$ cat src/rtl/core/s235fc_pkg.sv
`timescale 1ns / 1ps
// Package for the five-smooth factor check.
// Holds the value width, exponent widths and the modular inverse constants.
// No dependencies.
package s235fc_pkg;

	localparam int VALUE_BITS = 32;
	localparam int EXP2_W = 5;
	localparam int EXP3_W = 5;
	localparam int EXP5_W = 4;

	// Trailing-zero search halves the window each step: 16, 8, 4, 2, 1.
	localparam int TZ_STEPS  = $clog2(VALUE_BITS);
	localparam int TZ_STEP_W = $clog2(TZ_STEPS);
	localparam int TZ_SHIFT_W = $clog2(VALUE_BITS);

	// Inverses of 3 and 5 modulo 2^32, and the largest exact quotients.
	// An odd x is divisible by p exactly when x * inv(p) mod 2^32 <= (2^32-1)/p,
	// and the product is then the quotient itself.
	localparam logic [VALUE_BITS-1:0] INV_THREE   = 32'hAAAA_AAAB;
	localparam logic [VALUE_BITS-1:0] INV_FIVE    = 32'hCCCC_CCCD;
	localparam logic [VALUE_BITS-1:0] LIMIT_THREE = 32'h5555_5555;
	localparam logic [VALUE_BITS-1:0] LIMIT_FIVE  = 32'h3333_3333;

	localparam int MAX_EXP_THREE = 20;
	localparam int MAX_EXP_FIVE  = 13;

	// Mask of the low 2^step bits, used by the trailing-zero search.
	function automatic logic [VALUE_BITS-1:0] tz_mask(input logic [TZ_STEP_W-1:0] step);
		logic [VALUE_BITS-1:0] m;
		m = '0;
		for (int i = 0; i < VALUE_BITS; i++) begin
			m[i] = (i < (1 << step));
		end
		return m;
	endfunction

endpackage

$ cat src/rtl/core/smooth_235_factor_check.sv
`timescale 1ns / 1ps
// Five-smooth factor check: decides whether a value equals 2^a * 3^b * 5^c.
// Depends on s235fc_pkg for widths, inverse constants and the search mask.

// One item is taken at a time; in_stall stays high from acceptance until the
// result has been written to the output register, which can still be waiting
// for the consumer while the next item is accepted. An item is accepted, then
// passes through the binary trailing-zero search, a state to start the threes,
// the division by three once per factor of three plus a final check, a state
// to start the fives, the division by five once per factor of five plus a final
// check, and a state to write the result; a zero value goes straight to the
// write state, and the search stops early once the cofactor is one. The single
// shared 32 by 32 multiplier forms the exact quotient by a modular inverse, one
// factor per cycle. For a value that is not smooth the exponents found before
// the search stopped are reported, and a stage that did not run reports zero.
module smooth_235_factor_check (
	input  logic                                clk,
	input  logic                                arst_n,
	input  logic                                in_valid,
	output logic                                in_stall,
	input  logic [s235fc_pkg::VALUE_BITS-1:0]   value,
	output logic                                out_valid,
	input  logic                                out_stall,
	output logic                                is_smooth,
	output logic [s235fc_pkg::EXP2_W-1:0]       exp_two,
	output logic [s235fc_pkg::EXP3_W-1:0]       exp_three,
	output logic [s235fc_pkg::EXP5_W-1:0]       exp_five
);
	import s235fc_pkg::*;

	typedef enum logic [6:0] {
		S_IDLE   = 7'b000_0001,
		S_TZ     = 7'b000_0010,
		S_START3 = 7'b000_0100,
		S_DIV3   = 7'b000_1000,
		S_START5 = 7'b001_0000,
		S_DIV5   = 7'b010_0000,
		S_DONE   = 7'b100_0000
	} state_t;

	state_t                  state_q;
	logic [VALUE_BITS-1:0]   x_q;
	logic [VALUE_BITS-1:0]   prod_q;
	logic [TZ_STEP_W-1:0]    tz_step_q;
	logic [EXP2_W-1:0]       e2_q;
	logic [EXP3_W-1:0]       e3_q;
	logic [EXP5_W-1:0]       e5_q;

	logic                    out_valid_q;
	logic                    is_smooth_q;
	logic [EXP2_W-1:0]       exp_two_q;
	logic [EXP3_W-1:0]       exp_three_q;
	logic [EXP5_W-1:0]       exp_five_q;

	logic                    in_take;
	logic                    out_free;
	logic [VALUE_BITS-1:0]   mul_a;
	logic [VALUE_BITS-1:0]   mul_b;
	logic [VALUE_BITS-1:0]   mul_lo;
	logic [TZ_SHIFT_W-1:0]   tz_shift;
	logic                    tz_zero;
	logic                    x_above_one;
	logic                    div3_ok;
	logic                    div5_ok;

	// Handshake on both sides.
	assign in_stall  = (state_q != S_IDLE);
	assign in_take   = in_valid && !in_stall;
	assign out_free  = !out_valid_q || !out_stall;
	assign out_valid = out_valid_q;
	assign is_smooth = is_smooth_q;
	assign exp_two   = exp_two_q;
	assign exp_three = exp_three_q;
	assign exp_five  = exp_five_q;

	// Shared multiplier: starts from the cofactor, then keeps dividing the quotient.
	// Only the low half of the product is needed for the modular inverse.
	always_comb begin
		mul_a = ((state_q == S_START3) || (state_q == S_START5)) ? x_q : prod_q;
		mul_b = ((state_q == S_START3) || (state_q == S_DIV3)) ? INV_THREE : INV_FIVE;
		mul_lo = mul_a * mul_b;
	end

	// Trailing-zero window test and the loop conditions.
	always_comb begin
		tz_shift    = TZ_SHIFT_W'(1) << tz_step_q;
		tz_zero     = ((x_q & tz_mask(tz_step_q)) == '0);
		x_above_one = (x_q > VALUE_BITS'(1));
		div3_ok     = x_above_one && (prod_q <= LIMIT_THREE);
		div5_ok     = x_above_one && (prod_q <= LIMIT_FIVE);
	end

	// Sequencer and working registers.
	always_ff @(posedge clk or negedge arst_n) begin
		if (!arst_n) begin
			state_q   <= S_IDLE;
			tz_step_q <= '0;
		end else begin
			case (state_q)
				S_IDLE: begin
					if (in_take) begin
						state_q   <= (value == '0) ? S_DONE : S_TZ;
						tz_step_q <= TZ_STEP_W'(TZ_STEPS - 1);
					end
				end
				S_TZ: begin
					if (tz_step_q == '0) begin
						state_q <= S_START3;
					end else begin
						tz_step_q <= tz_step_q - TZ_STEP_W'(1);
					end
				end
				S_START3: begin
					state_q <= x_above_one ? S_DIV3 : S_DONE;
				end
				S_DIV3: begin
					if (!div3_ok) begin
						state_q <= x_above_one ? S_START5 : S_DONE;
					end
				end
				S_START5: begin
					state_q <= S_DIV5;
				end
				S_DIV5: begin
					if (!div5_ok) begin
						state_q <= S_DONE;
					end
				end
				S_DONE: begin
					if (out_free) begin
						state_q <= S_IDLE;
					end
				end
				default: begin
					state_q <= S_IDLE;
				end
			endcase
		end
	end

	// Cofactor, product and exponent counters.
	always_ff @(posedge clk) begin
		case (state_q)
			S_IDLE: begin
				if (in_take) begin
					x_q  <= value;
					e2_q <= '0;
					e3_q <= '0;
					e5_q <= '0;
				end
			end
			S_TZ: begin
				if (tz_zero) begin
					x_q  <= x_q >> tz_shift;
					e2_q <= e2_q + EXP2_W'(tz_shift);
				end
			end
			S_START3, S_START5: begin
				prod_q <= mul_lo;
			end
			S_DIV3: begin
				if (div3_ok) begin
					x_q    <= prod_q;
					prod_q <= mul_lo;
					e3_q   <= e3_q + EXP3_W'(1);
				end
			end
			S_DIV5: begin
				if (div5_ok) begin
					x_q    <= prod_q;
					prod_q <= mul_lo;
					e5_q   <= e5_q + EXP5_W'(1);
				end
			end
			default: begin
			end
		endcase
	end

	// Output register: filled once the previous result has been taken.
	always_ff @(posedge clk or negedge arst_n) begin
		if (!arst_n) begin
			out_valid_q <= 1'b0;
		end else if ((state_q == S_DONE) && out_free) begin
			out_valid_q <= 1'b1;
		end else if (!out_stall) begin
			out_valid_q <= 1'b0;
		end
	end

	always_ff @(posedge clk) begin
		if ((state_q == S_DONE) && out_free) begin
			is_smooth_q <= (x_q == VALUE_BITS'(1));
			exp_two_q   <= e2_q;
			exp_three_q <= e3_q;
			exp_five_q  <= e5_q;
		end
	end

`ifndef SYNTHESIS
	// An accepted item always leaves the idle state on the next edge.
	a_take_leaves_idle: assert property (@(posedge clk) disable iff (!arst_n)
		in_take |=> (state_q == S_TZ) || (state_q == S_DONE))
		else $error("accepted item did not start the search");

	// A result is only written when the output register is free.
	a_no_overwrite: assert property (@(posedge clk) disable iff (!arst_n)
		(out_valid_q && out_stall) |=> out_valid_q && $stable(exp_two_q) &&
			$stable(exp_three_q))
		else $error("waiting result was overwritten");

	// Exponents of three and five never exceed what a 32-bit value allows.
	a_exp_bounds: assert property (@(posedge clk) disable iff (!arst_n)
		out_valid_q |-> (exp_three_q <= EXP3_W'(MAX_EXP_THREE)) &&
			(exp_five_q <= EXP5_W'(MAX_EXP_FIVE)))
		else $error("exponent beyond its range");

	// A zero value is reported as not smooth and with no factors.
	a_trivial_smooth: assert property (@(posedge clk) disable iff (!arst_n)
		((state_q == S_DONE) && out_free && (x_q == '0)) |=>
			!is_smooth_q && (exp_two_q == '0) && (exp_three_q == '0) && (exp_five_q == '0))
		else $error("zero reported with factors or as smooth");
`endif

endmodule
$ cat config.mk
export PLATFORM = sky130hd
export DESIGN_NAME = smooth_235_factor_check
export DESIGN_NICKNAME = d
export VERILOG_FILES = /design/src/rtl/core/s235fc_pkg.sv /design/src/rtl/core/smooth_235_factor_check.sv
export SDC_FILE = /design/constraint.sdc
export NUM_CORES = 1
export LEC_CHECK = 0
export BUFFER_PORTS_ARGS = -buffer_cell sky130_fd_sc_hd__buf_4
export CORE_AREA = 2 2 183 230
export DETAILED_ROUTE_END_ITERATION = 16
export DIE_AREA = 0 0 185 232
export MAX_ROUTING_LAYER = met4
export PLACE_DENSITY_LB_ADDON = 0.3
export SYNTH_ARGS = -nofsm -noshare
export SYNTH_HDL_FRONTEND = slang
export SYNTH_SLANG_ARGS = --single-unit
$ cat constraint.sdc
create_clock -name clk -period 8.95 [get_ports clk]
set_clock_uncertainty 0.05 [all_clocks]
set_input_delay 2.2375 -clock clk [delete_from_list [all_inputs] [get_ports clk]]
set_output_delay 2.2375 -clock clk [all_outputs]
set_load 0.01 [all_outputs]
# Word-level counts from Yosys, hierarchy flattened
# Index checks and enable logic that the tools add are counted.
# op_classes
addsub	4
mul	1
magnitude_cmp	35
eq_ne	19
shifts	3
muxes	32
n_bitwise	1
n_reduce_logical	26
# op_table
cell	n
$lt 6x32->1 const A	16
$lt 5x32->1 const A	8
$mux 32	7
$lt 4x32->1 const A	4
$pmux 32 s4	1
$pmux 32 s3	1
$logic_not 32->1	2
$lt 3x32->1 const A	2
$mux 7	8
$pmux 7 s7	1
$and 32x32->32	1
$eq 32x1->1 const B	1
$gt 32x1->1 const B	1
$le 32x30->1 const B	1
$le 32x31->1 const B	1
$lt 1x32->1 const A	1
$lt 2x32->1 const A	1
$mul 32x32->32	1
$shl 1x3->32 const A	1
$shr 32x5->32	1
$mux 31	1
$pmux 5 s2	2
$ne 2x2->1 const B	9
$mux 5	3
29 further kinds	46
# word_totals
ff_bits	104
input_bits	36
word_cells	133

# Depth between registers and ports, before layout
# Gate-level depths: netlist of the first run.
# depth
word_depth	6
mapped_depth	31

# Least setup slack after synthesis of the first run
# Ideal clock, no wire load.
# synth_timing
path_kind	register -> register
start	register state_q[1]
end	register prod_q[28] (data pin)
arrival_ns	8.429
setup_slack_ns	0.334
path_stages_with_launch	29
period_less_slack_ns	8.616
cell_sequence	dfrtp_1 -> or4_4 -> nor3_4 -> buf_6 -> buf_6 -> buf_2 -> mux2i_1 -> inv_1 -> fa_1 -> fa_1 -> fa_1 -> inv_1 -> fa_1 -> inv_1 -> fa_1 -> fa_1 -> fa_1 -> inv_1 -> fa_1 -> inv_1 -> ha_1 -> a21o_1 -> a21o_1 -> a21oi_1 -> o21ai_0 -> a21o_1 -> a21oi_1 -> or4b_2 -> nand4_1
# synth_between
elab_chain_len	6
word_cells_on_any_way	13
classes_between	mul (1); eq/ne (4); mux (5); reduce/logical (3)
# synth_rtl
item	line	source
from (decl)	smooth_235_factor_check.sv:41	state_t state_q;
from (signal assigned)	smooth_235_factor_check.sv:102	state_q <= (value == '0) ? S_DONE : S_TZ;
from (signal assigned)	smooth_235_factor_check.sv:114	state_q <= x_above_one ? S_DIV3 : S_DONE;
from (signal assigned)	smooth_235_factor_check.sv:118	state_q <= x_above_one ? S_START5 : S_DONE;
$eq 7x3->1 (tied with other cells)	smooth_235_factor_check.sv:79, smooth_235_factor_check.sv:80	
$logic_or 1x1->1 (on tied branches)	smooth_235_factor_check.sv:79, smooth_235_factor_check.sv:80	
$mux 32 / $mux 31 (equally long branches)	smooth_235_factor_check.sv:79, smooth_235_factor_check.sv:80	
$mul 32x32->32 (*)	smooth_235_factor_check.sv:81	mul_lo = mul_a * mul_b;
via mul_lo[28]	smooth_235_factor_check.sv:59	logic [VALUE_BITS-1:0] mul_lo;
$mux 32 (on tied branches)	smooth_235_factor_check.sv:169, smooth_235_factor_check.sv:162	
$pmux 32 s3 (*)	smooth_235_factor_check.sv:143	case (state_q)
to (signal assigned)	smooth_235_factor_check.sv:159	prod_q <= mul_lo;
to (signal assigned)	smooth_235_factor_check.sv:164	prod_q <= mul_lo;
to (signal assigned)	smooth_235_factor_check.sv:171	prod_q <= mul_lo;
to (decl)	smooth_235_factor_check.sv:43	logic [VALUE_BITS-1:0] prod_q;
# Mark *: on every way through the listed nets, which the timed path passes. The rest lies on a longest branch. The select of a mux whose other input is x is not followed.
# A chain may end at the register's enable or synchronous reset.

# Worst setup path after layout of the first run
# Same ends and word-level chain as after synthesis.

==> reports/results.tsv, run 1 <==
stage	metric	value	unit
run_status	status	finished clean	
place	RePlAce Congestion	1.029	
logic_synthesis	average size of a mapped cell	9.666	µm²
logic_synthesis	post-synthesis instance total	1880	
route	DRC Markers	0	
timing	headroom to the max-slew limit	0.2894	
global_route	residual overflow from global routing	0	
logic_synthesis	Mapped Area	0.01817	mm²
critical_path	Critical Path Start Type	flop	
clock_network	CTS Buf Count	9	
layout	FF/Latch Area	0.003072	mm²
critical_path	Crit. End Element	flop	
timing	measured slew at the worst slew-check pin	1066	ps
logic_synthesis	Seq/Total Area, Yosys	0.1689	
critical_path	most used cell along the critical path	fa_1	
global_route	initial antenna violation count	0	
critical_path	delay-heaviest family, CP	adder cells	
layout	layout overhead on the synthesized area	10.30	%
timing	Peak Freq	115.2	MHz
route	WL per Instance	23.45	µm
die	Core ar.	0.04071	mm²
min_path	worst hold path type	flop to flop	
timing	# setup viols final	0	
global_route	vias in the first global route	14940	
critical_path	number of buffers and inverters on the critical path	8	
layout	commonest non-fill, non-tap cell in the layout	inv_1	
layout	most frequent cells in the layout	inv_1, fa_1, ha_1	
logic_synthesis	XOR/XNOR Fraction of Synth Area	0.04579	
logic_synthesis	area fraction in compound gates after synthesis	0.09860	
timing	crit share post-route	0.9703	
critical_path	WP data required	9140	ps
logic_synthesis	main combinational cell family by area after synthesis	adder cells	
route	ANT nets after route	0	
logic_synthesis	Post-synth EDFFs	93	
layout	final net count	2461	
die	num ports	53	
route	TritonRoute pass-1 iters	8	
timing	Slew Limit Fails	0	
die	Total Die Area	0.04292	mm²
place	IO buf count	52	
critical_path	reg2reg end	prod_q[28]	
critical_path	Critical Path Stages	26	
timing	final hold violations	0	
route	vias post-DR	14010	
route	Routed WL	59.29	mm
logic_synthesis	Synth Area in Adders	0.4270	
critical_path	R2R Setup Slk	270	ps
clock_network	CTS tree	yes	
critical_path	crit path kind	flop to flop	
logic_synthesis	Seq cells post-synth	104	
route	vias per cell	5.544	
logic_synthesis	post-synthesis mux area share	0.06080	
timing	post-layout min period	8684	ps
logic_synthesis	Netlist cell types	79	
clock_network	CTS root buffer	clkbuf_16	
global_route	first-pass GRT wire length	90.71	mm
logic_synthesis	Post-Synth Simple-Gate Area	0.09281	
die	Initial Utilization	0.4464	
layout	multi-input logic area	0.01342	mm²
critical_path	slowest stage cell, crit path	or4b_2	
clock_network	hold_buf cts	0	
route	drt initial violations	1133	
critical_path	R2R cell count	26	
layout	fill count	3918	
critical_path	CP Launch Point	state_q[1]	
critical_path	reg2reg start	state_q[1]	
critical_path	Critical Path AT	8880	ps
timing	setup tns final	0	ps
logic_synthesis	synth warn	0	
critical_path	Setup crit end	prod_q[28]	
critical_path	Crit Path Max Fanout	12	
global_route	GRT Total Usage	0.2978	
clock_network	H-tree Lvls	3	
logic_synthesis	FFs w/ async S/R, synth	0.1058	
die	row count	83	
clock_network	Bufs on Longest Clock Path	2	
critical_path	CP peak stage delay	650	ps
place	detailed placement HPWL	50.52	mm
die	die height	232	µm
global_route	largest net degree at the start of global routing	44	
logic_synthesis	Most used DFF post-synth	edfxtp_1	
flow_run	# Max-Cap Violations	0	
clock_network	Worst-path clk slew	80	ps
clock_network	clk_lat worst skew	390	ps
clock_network	Num Clock Sinks	104	
die	DIE WIDTH	185	µm
layout	layout cells sized above 1	0.08911	
-- Yosys cell counts, types with 6 or more instances --
cell      instances  share of area
clkbuf_1         38         0.0078
a221o_1          12         0.0066
nor4_1           17         0.0059
and3_1           12         0.0041
xor2_1           31          0.015
o21bai_1         11         0.0045
a21o_1           23         0.0095
inv_1           451          0.093
fa_1            274           0.30
nand4_1          10         0.0034
o211ai_1          6         0.0025
nand2b_1         10         0.0034
nand3_1          25         0.0069
a21boi_0          6         0.0025
o21ai_0          44          0.012
a22oi_1          22         0.0091
ha_1            181           0.12
o21a_1            8         0.0033
o22ai_1           9         0.0031
and2_1            8         0.0028
a211oi_1          8         0.0033
edfxtp_1         93           0.15
a21oi_1          66          0.018
nor2_1          114          0.024
or2_2             7         0.0024
mux2_2           11         0.0068
mux2i_1          98          0.054
nor3_1           13         0.0036
dfrtp_1          10          0.014
nand2_1          96          0.020
a31oi_1           6         0.0021
xnor2_1          64          0.031
-- cells by family after synthesis --
| logic type | after synthesis |
|---|---|
| fa+ha+maj | 456 |
| simple gates | 346 |
| compound gates | 263 |
| other cells | 2 |
| flops | 104 |
| mux | 109 |
| buf+inv | 505 |
| xor+xnor | 95 |
-- metrics by stage --
stage          setup slack (ps)  std cells    util  area, µm²  hold slack (ps)
2_1_floorplan             333.9       1905       -      18270            383.4
3_3_place_gp              128.7       2509  0.4809      19580            397.6
3_5_place_dp              7.990       2509  0.4809      19580            402.3
4_1_cts                   6.282       2525  0.4888      19900            422.8
5_1_grt                  -114.9       2527  0.4923      20040            444.3
6_report                  266.0       2528  0.4924      20040            421.9
-- worst min path at each step --
stage / to / slack [ps] / startpoint / cells past startpoint
after detailed placement: exp_two[0] / 400 / e2_q[0] / 0
after CTS: exp_two[0] / 420 / e2_q[0] / 0
final: exp_two[0] / 420 / e2_q[0] / 0
after floorplan: exp_two[0] / 380 / e2_q[0] / 0
after global placement: exp_two[0] / 400 / e2_q[0] / 0
after global routing: exp_two[2] / 440 / e2_q[2] / 0
-- cell type report --
type | count | area share
antenna | 1 | 0.0001248
clock buffer | 9 | 0.01124
clock inverter | 7 | 0.004307
inverter | 455 | 0.08521
multi-input combinational | 1296 | 0.6697
sequential | 104 | 0.1532
tap | 552 | 0.03446
timing repair buffer | 104 | 0.04170
-- per-layer routing --
layer / GRT usage / up-vias / wire (µm)
met3: 0.02839 / 169 / 3142
met1: 0.3460 / 6990 / 22530
met4: 0.1438 / 0 / 3313
met2: 0.5159 / 554 / 30310
met5: - / - / 0
li1: - / 6301 / -
-- state kept, by name (all words and copies together) (netlist names) --
name / count
out_valid: 1
exp_five: 4
is_smooth: 1
prod_q: 32
e2_q: 5
e3_q: 5
x_q: 32
e5_q: 4
exp_two: 5
state_q: 7
exp_three: 5
tz_step_q: 3
-- worst register-to-register path, cell delays in order, from the launching register on --
cell and delay (ps):
dfrtp_2 440, or4_4 550, nor3_4 190, buf_4 180, clkbuf_16 190, mux2_2 270
inv_1 160, nor2_1 360, fa_1 510, fa_1 490, fa_1 520, inv_1 50
fa_1 530, inv_1 50, fa_1 520, fa_1 440, fa_1 540, inv_1 50
fa_1 530, inv_1 40, ha_1 370, inv_1 110, nor3b_2 360, a21o_1 230
a21oi_4 60, or4b_2 650, nand4_1 110
-- what timing repair did --
item | 4_1_cts | 5_1_grt
setup buffers | 0 | 1
gates cloned | 0 | 1
setup endpoints to repair | 3 | 11
endpoints found under the hold margin | 0 | 0
gates resized for setup | 3 | 24
pin swaps | 0 | 1
Power of run 1 is left out: the tool's default activity adds up to more than one toggle a clock period on the data nets, which glitch-free logic cannot reach.
==> inputs of run 2 (changes only) <==
--- a/config.mk
+++ b/config.mk
@@ -7,10 +7,12 @@
 export LEC_CHECK = 0
 export BUFFER_PORTS_ARGS = -buffer_cell sky130_fd_sc_hd__buf_4
 export CORE_AREA = 2 2 183 230
+export CTS_BUF_LIST = sky130_fd_sc_hd__clkbuf_8
 export DETAILED_ROUTE_END_ITERATION = 16
 export DIE_AREA = 0 0 185 232
 export MAX_ROUTING_LAYER = met4
 export PLACE_DENSITY_LB_ADDON = 0.3
+export RECOVER_POWER = 100
 export SYNTH_ARGS = -nofsm -noshare
 export SYNTH_HDL_FRONTEND = slang
 export SYNTH_SLANG_ARGS = --single-unit
==> run 2 against run 1 <==
Non-clock buffer count up 7. Fmax shrank 0.59%. Critical path depth rose by 1. Critical path type unchanged. Die area is the same. Hold slack better by 9.9 ps. Via count is 0.18% lower. Sequential cell count is the same. Critical endpoint is now prod_q[30]. Highest routed layer unchanged. Cell area decreased by 0.13%.
==> reports/results.tsv, run 2 (synthesis gave the netlist of run 1 again) <==
stage	metric	value	unit
route	vias per cell	5.516	
critical_path	CP peak stage delay	650	ps
timing	Peak Freq	114.5	MHz
route	Routed WL	59.72	mm
critical_path	Crit. End Element	flop	
clock_network	CTS root buffer	clkbuf_8	
place	RePlAce Congestion	1.029	
clock_network	Bufs on Longest Clock Path	2	
die	Total Die Area	0.04292	mm²
critical_path	most used cell along the critical path	fa_1	
global_route	largest net degree at the start of global routing	44	
global_route	initial antenna violation count	0	
place	detailed placement HPWL	50.52	mm
run_status	status	finished clean	
route	ANT nets after route	0	
clock_network	CTS Buf Count	9	
critical_path	slowest stage cell, crit path	or4b_2	
critical_path	WP data required	9190	ps
clock_network	CTS tree	yes	
critical_path	Critical Path AT	8980	ps
layout	final net count	2468	
layout	layout cells sized above 1	0.09334	
route	DRC Markers	0	
flow_run	# Max-Cap Violations	0	
critical_path	Critical Path Start Type	flop	
global_route	first-pass GRT wire length	90.71	mm
global_route	GRT Total Usage	0.2975	
layout	most frequent cells in the layout	inv_1, fa_1, ha_1	
global_route	vias in the first global route	14960	
critical_path	crit path kind	flop to flop	
timing	# setup viols final	0	
timing	post-layout min period	8735	ps
die	num ports	53	
layout	Regs by FF count	prod_q: 32 flops, x_q: 32 flops, state_q: 7 flops	
die	die height	232	µm
layout	fill count	3933	
clock_network	Worst-path clk slew	120	ps
clock_network	clk_lat worst skew	440	ps
timing	measured slew at the worst slew-check pin	1092	ps
critical_path	Crit Path Max Fanout	12	
timing	headroom to the max-slew limit	0.2720	
route	WL per Instance	23.55	µm
min_path	worst hold path type	flop to flop	
die	Core ar.	0.04071	mm²
global_route	residual overflow from global routing	0	
die	DIE WIDTH	185	µm
layout	commonest non-fill, non-tap cell in the layout	inv_1	
layout	layout overhead on the synthesized area	10.16	%
clock_network	H-tree Lvls	3	
die	Initial Utilization	0.4464	
timing	final hold violations	0	
clock_network	hold_buf cts	0	
timing	crit share post-route	0.9760	
timing	Slew Limit Fails	0	
route	TritonRoute pass-1 iters	5	
die	row count	83	
place	IO buf count	52	
route	vias post-DR	13990	
layout	post-layout util	0.4917	
clock_network	Num Clock Sinks	104	
route	drt initial violations	1258	
==> run 2: cell count changes in the layout (fill, tap and decap cells not counted), sizes merged <==
cell	previous run	this run
buf	103	108
clkbuf	10	12
diode	1	2
==> run 2: final cells by class <==
cell class                 count  area (µm²)  share of cell area
multi-input combinational   1296       13430              0.6707
sequential                   104        3072              0.1534
inverter                     455        1708             0.08532
timing repair buffer         111       905.9             0.04525
tap                          552       690.7             0.03450
clock buffer                   9       123.9            0.006188
clock inverter                 7       86.33            0.004313
antenna                        2       5.005           0.0002500
==> run 2: worst paths after layout <==
kind | from | end | slack [ps] | cells past startpoint
min reg2reg | e2_q[0] | exp_two[0] | 430 | 0
max reg2reg | state_q[1] | prod_q[30] | 210 | 27
min | e2_q[0] | exp_two[0] | 430 | 0
min in group asynchronous | arst_n | tz_step_q[1] | 1750 | 1
max | state_q[1] | prod_q[30] | 210 | 27
max in group asynchronous | arst_n | state_q[5] | 6590 | 1
==> run 2: routing by layer <==
metal / wire [µm] / GRT usage / part of all wire
met1: 22610 / 0.3458 / 0.38
met3: 3260 / 0.02886 / 0.055
met2: 30600 / 0.5157 / 0.51
met4: 3242 / 0.1424 / 0.054
met5: 0 / - / 0
==> run 2: critical path, delay by kind of cell (launching register included) <==
family / cells / cell delay [ps]
AND/OR/NAND/NOR: 7 / 2040
flip-flops: 1 / 450
adder cells (fa/ha/maj): 9 / 4120
multiplexers: 1 / 400
AO/OA/AOI/OAI: 3 / 470
buffers and inverters: 6 / 850
XOR/XNOR: 1 / 180
==> run 2: timing repair <==
item	CTS	global route
endpoints found under the setup margin	3	9
pin swaps	0	1
buffers inserted	0	7
gates cloned	0	2
resized for setup	4	26
==> run 2: stage by stage <==
stage          setup slack, ps  area (µm²)  instances  TNS [ps]  hold slack [ps]
6_report                 214.7       20020       2536         0            431.7
5_1_grt                 -88.22       20010       2534    -153.4            455.2
4_1_cts                  23.15       19800       2525         0            432.3
3_5_place_dp             7.990       19580       2509         0            402.3
3_3_place_gp             128.7       19580       2509         0            397.6
2_1_floorplan            333.9       18270       1905         0            383.4
Power of run 2 is left out for the same reason.
==> inputs of run 3 (changes only) <==
--- a/config.mk
+++ b/config.mk
@@ -6,13 +6,14 @@
 export NUM_CORES = 1
 export LEC_CHECK = 0
 export BUFFER_PORTS_ARGS = -buffer_cell sky130_fd_sc_hd__buf_4
-export CORE_AREA = 2 2 183 230
+export CORE_AREA = 2 2 204 206
 export CTS_BUF_LIST = sky130_fd_sc_hd__clkbuf_8
 export DETAILED_ROUTE_END_ITERATION = 16
-export DIE_AREA = 0 0 185 232
+export DIE_AREA = 0 0 206 208
 export MAX_ROUTING_LAYER = met4
 export PLACE_DENSITY_LB_ADDON = 0.3
 export RECOVER_POWER = 100
+export SLEW_MARGIN = 40
 export SYNTH_ARGS = -nofsm -noshare
 export SYNTH_HDL_FRONTEND = slang
 export SYNTH_SLANG_ARGS = --single-unit
==> run 3 against run 2 <==
Utilization up 0.062 points. Clock-buffer cell count unchanged. Global-route usage down 1.1 points. Critical path depth unchanged. Via count down 0.28%. First-iteration DRC count down 6.5%. Non-clock buffer count down 2. Cell area down 0.26%. Register-to-register slack better by 20 ps. Critical path type unchanged. Largest cell class unchanged.
==> reports/results.tsv, run 3 (synthesis gave the netlist of run 1 again) <==
stage	metric	value	unit
global_route	residual overflow from global routing	0	
global_route	initial antenna violation count	0	
die	row count	74	
global_route	first-pass GRT wire length	88.60	mm
layout	layout overhead on the synthesized area	9.873	%
critical_path	WP data required	9090	ps
clock_network	CTS tree	yes	
clock_network	clk_lat worst skew	450	ps
clock_network	Worst-path clk slew	120	ps
die	num ports	53	
layout	most frequent cells in the layout	inv_1, fa_1, ha_1	
place	IO buf count	52	
clock_network	hold_buf cts	0	
layout	final non-filler cell total	2512	
timing	# setup viols final	0	
layout	diodes inserted	0	
route	DRC Markers	0	
place	placed insts	2491	
critical_path	reg2reg end	prod_q[31]	
global_route	vias in the first global route	14570	
route	drt initial violations	1176	
critical_path	Critical Path AT	8860	ps
place	RePlAce Congestion	1.015	
timing	headroom to the max-slew limit	0.3563	
global_route	largest net degree at the start of global routing	42	
die	DIE WIDTH	206	µm
die	Core ar.	0.04055	mm²
route	Routed WL	57.77	mm
timing	Min Hold Slack	424.6	ps
timing	Peak Freq	114.7	MHz
route	vias post-DR	13950	
clock_network	CTS Buf Count	9	
timing	post-layout min period	8717	ps
route	vias per cell	5.553	
route	WL per Instance	23.00	µm
clock_network	CTS root buffer	clkbuf_8	
timing	Slew Limit Fails	0	
layout	final net count	2466	
die	Total Die Area	0.04285	mm²
critical_path	Crit. End Element	flop	
layout	commonest non-fill, non-tap cell in the layout	inv_1	
global_route	GRT Total Usage	0.2867	
die	die height	208	µm
route	ANT nets after route	0	
layout	Regs by FF count	prod_q: 32 flops, x_q: 32 flops, state_q: 7 flops	
timing	measured slew at the worst slew-check pin	952.2	ps
clock_network	Bufs on Longest Clock Path	2	
clock_network	H-tree Lvls	3	
timing	crit share post-route	0.9740	
run_status	status	finished clean	
flow_run	# Max-Cap Violations	0	
timing	final hold violations	0	
critical_path	crit path kind	flop to flop	
critical_path	Crit Path Max Fanout	11	
die	Initial Utilization	0.4481	
clock_network	Num Clock Sinks	104	
critical_path	R2R cell count	27	
critical_path	Setup crit end	prod_q[31]	
place	detailed placement HPWL	48.75	mm
critical_path	reg2reg start	state_q[5]	
critical_path	Critical Path Start Type	flop	
route	TritonRoute pass-1 iters	5	
critical_path	R2R Setup Slk	230	ps
min_path	worst hold path type	flop to flop	
critical_path	CP Launch Point	state_q[5]	
layout	layout cells sized above 1	0.09293	
## run 3: cell count changes in the layout (fill, tap and decap cells not counted), sizes merged
cell / change
clkinvlp: +1
inv: -2
buf: -3
clkinv: +1
clkbuf: +1
diode: -2
## run 3: final cells by class
class | instances | area [µm²]
clock buffer | 9 | 123.9
multi-input combinational | 1296 | 13430
timing repair buffer | 109 | 880.8
inverter | 455 | 1712
sequential | 104 | 3069
tap | 532 | 665.6
fill | 3832 | 20590
clock inverter | 7 | 81.33
## run 3: worst min-delay path by stage
stage             from         end  slack [ps]  cells past startpoint
3_3_place_gp   e2_q[0]  exp_two[0]         390                      0
3_5_place_dp   e2_q[2]  exp_two[2]         400                      0
6_report       e2_q[0]  exp_two[0]         420                      0
2_1_floorplan  e2_q[0]  exp_two[0]         380                      0
4_1_cts        e2_q[2]  exp_two[2]         430                      0
5_1_grt        e2_q[2]  exp_two[2]         450                      0
## run 3: layer usage
| layer | track usage | wire (µm) |
|---|---|---|
| met5 | - | 0 |
| met4 | 0.1074 | 2479 |
| met3 | 0.03524 | 4066 |
| met2 | 0.4386 | 26400 |
| met1 | 0.3905 | 24830 |
## run 3: stage by stage
stage / setup TNS, ps / setup WS [ps] / cell area [µm²] / util
2_1_floorplan: 0 / 333.9 / 18270 / -
3_3_place_gp: -1960 / -424.9 / 19550 / 0.4820
3_5_place_dp: -2155 / -412.6 / 19590 / 0.4831
4_1_cts: 0 / 10.29 / 19830 / 0.4889
5_1_grt: -132.1 / -42.14 / 19970 / 0.4923
6_report: 0 / 233.1 / 19970 / 0.4923
## run 3: worst max-delay path, cell delays in order, from the launching register on
cell       delay, ps
dfrtp_1          470
or4_4            530
nor3_4           260
buf_4            190
clkbuf_16        190
mux2i_1          350
buf_4            230
nor2_1            80
ha_1             410
fa_1             480
fa_1             550
inv_1             50
fa_1             420
inv_1            120
fa_1             470
ha_1             340
fa_1             530
inv_1             50
fa_1             530
inv_1             40
ha_1             360
a21o_1           200
a211o_1          330
a2111o_1         430
a31oi_2          280
o21bai_2         180
a211oi_2         260
xnor2_1           90
## run 3: what timing repair did
action,in CTS,in global routing
cloned,0,1
pin swaps,0,1
resized for setup,6,23
buffers inserted,0,4
setup endpoints to repair,9,6
Power of run 3 is left out for the same reason.
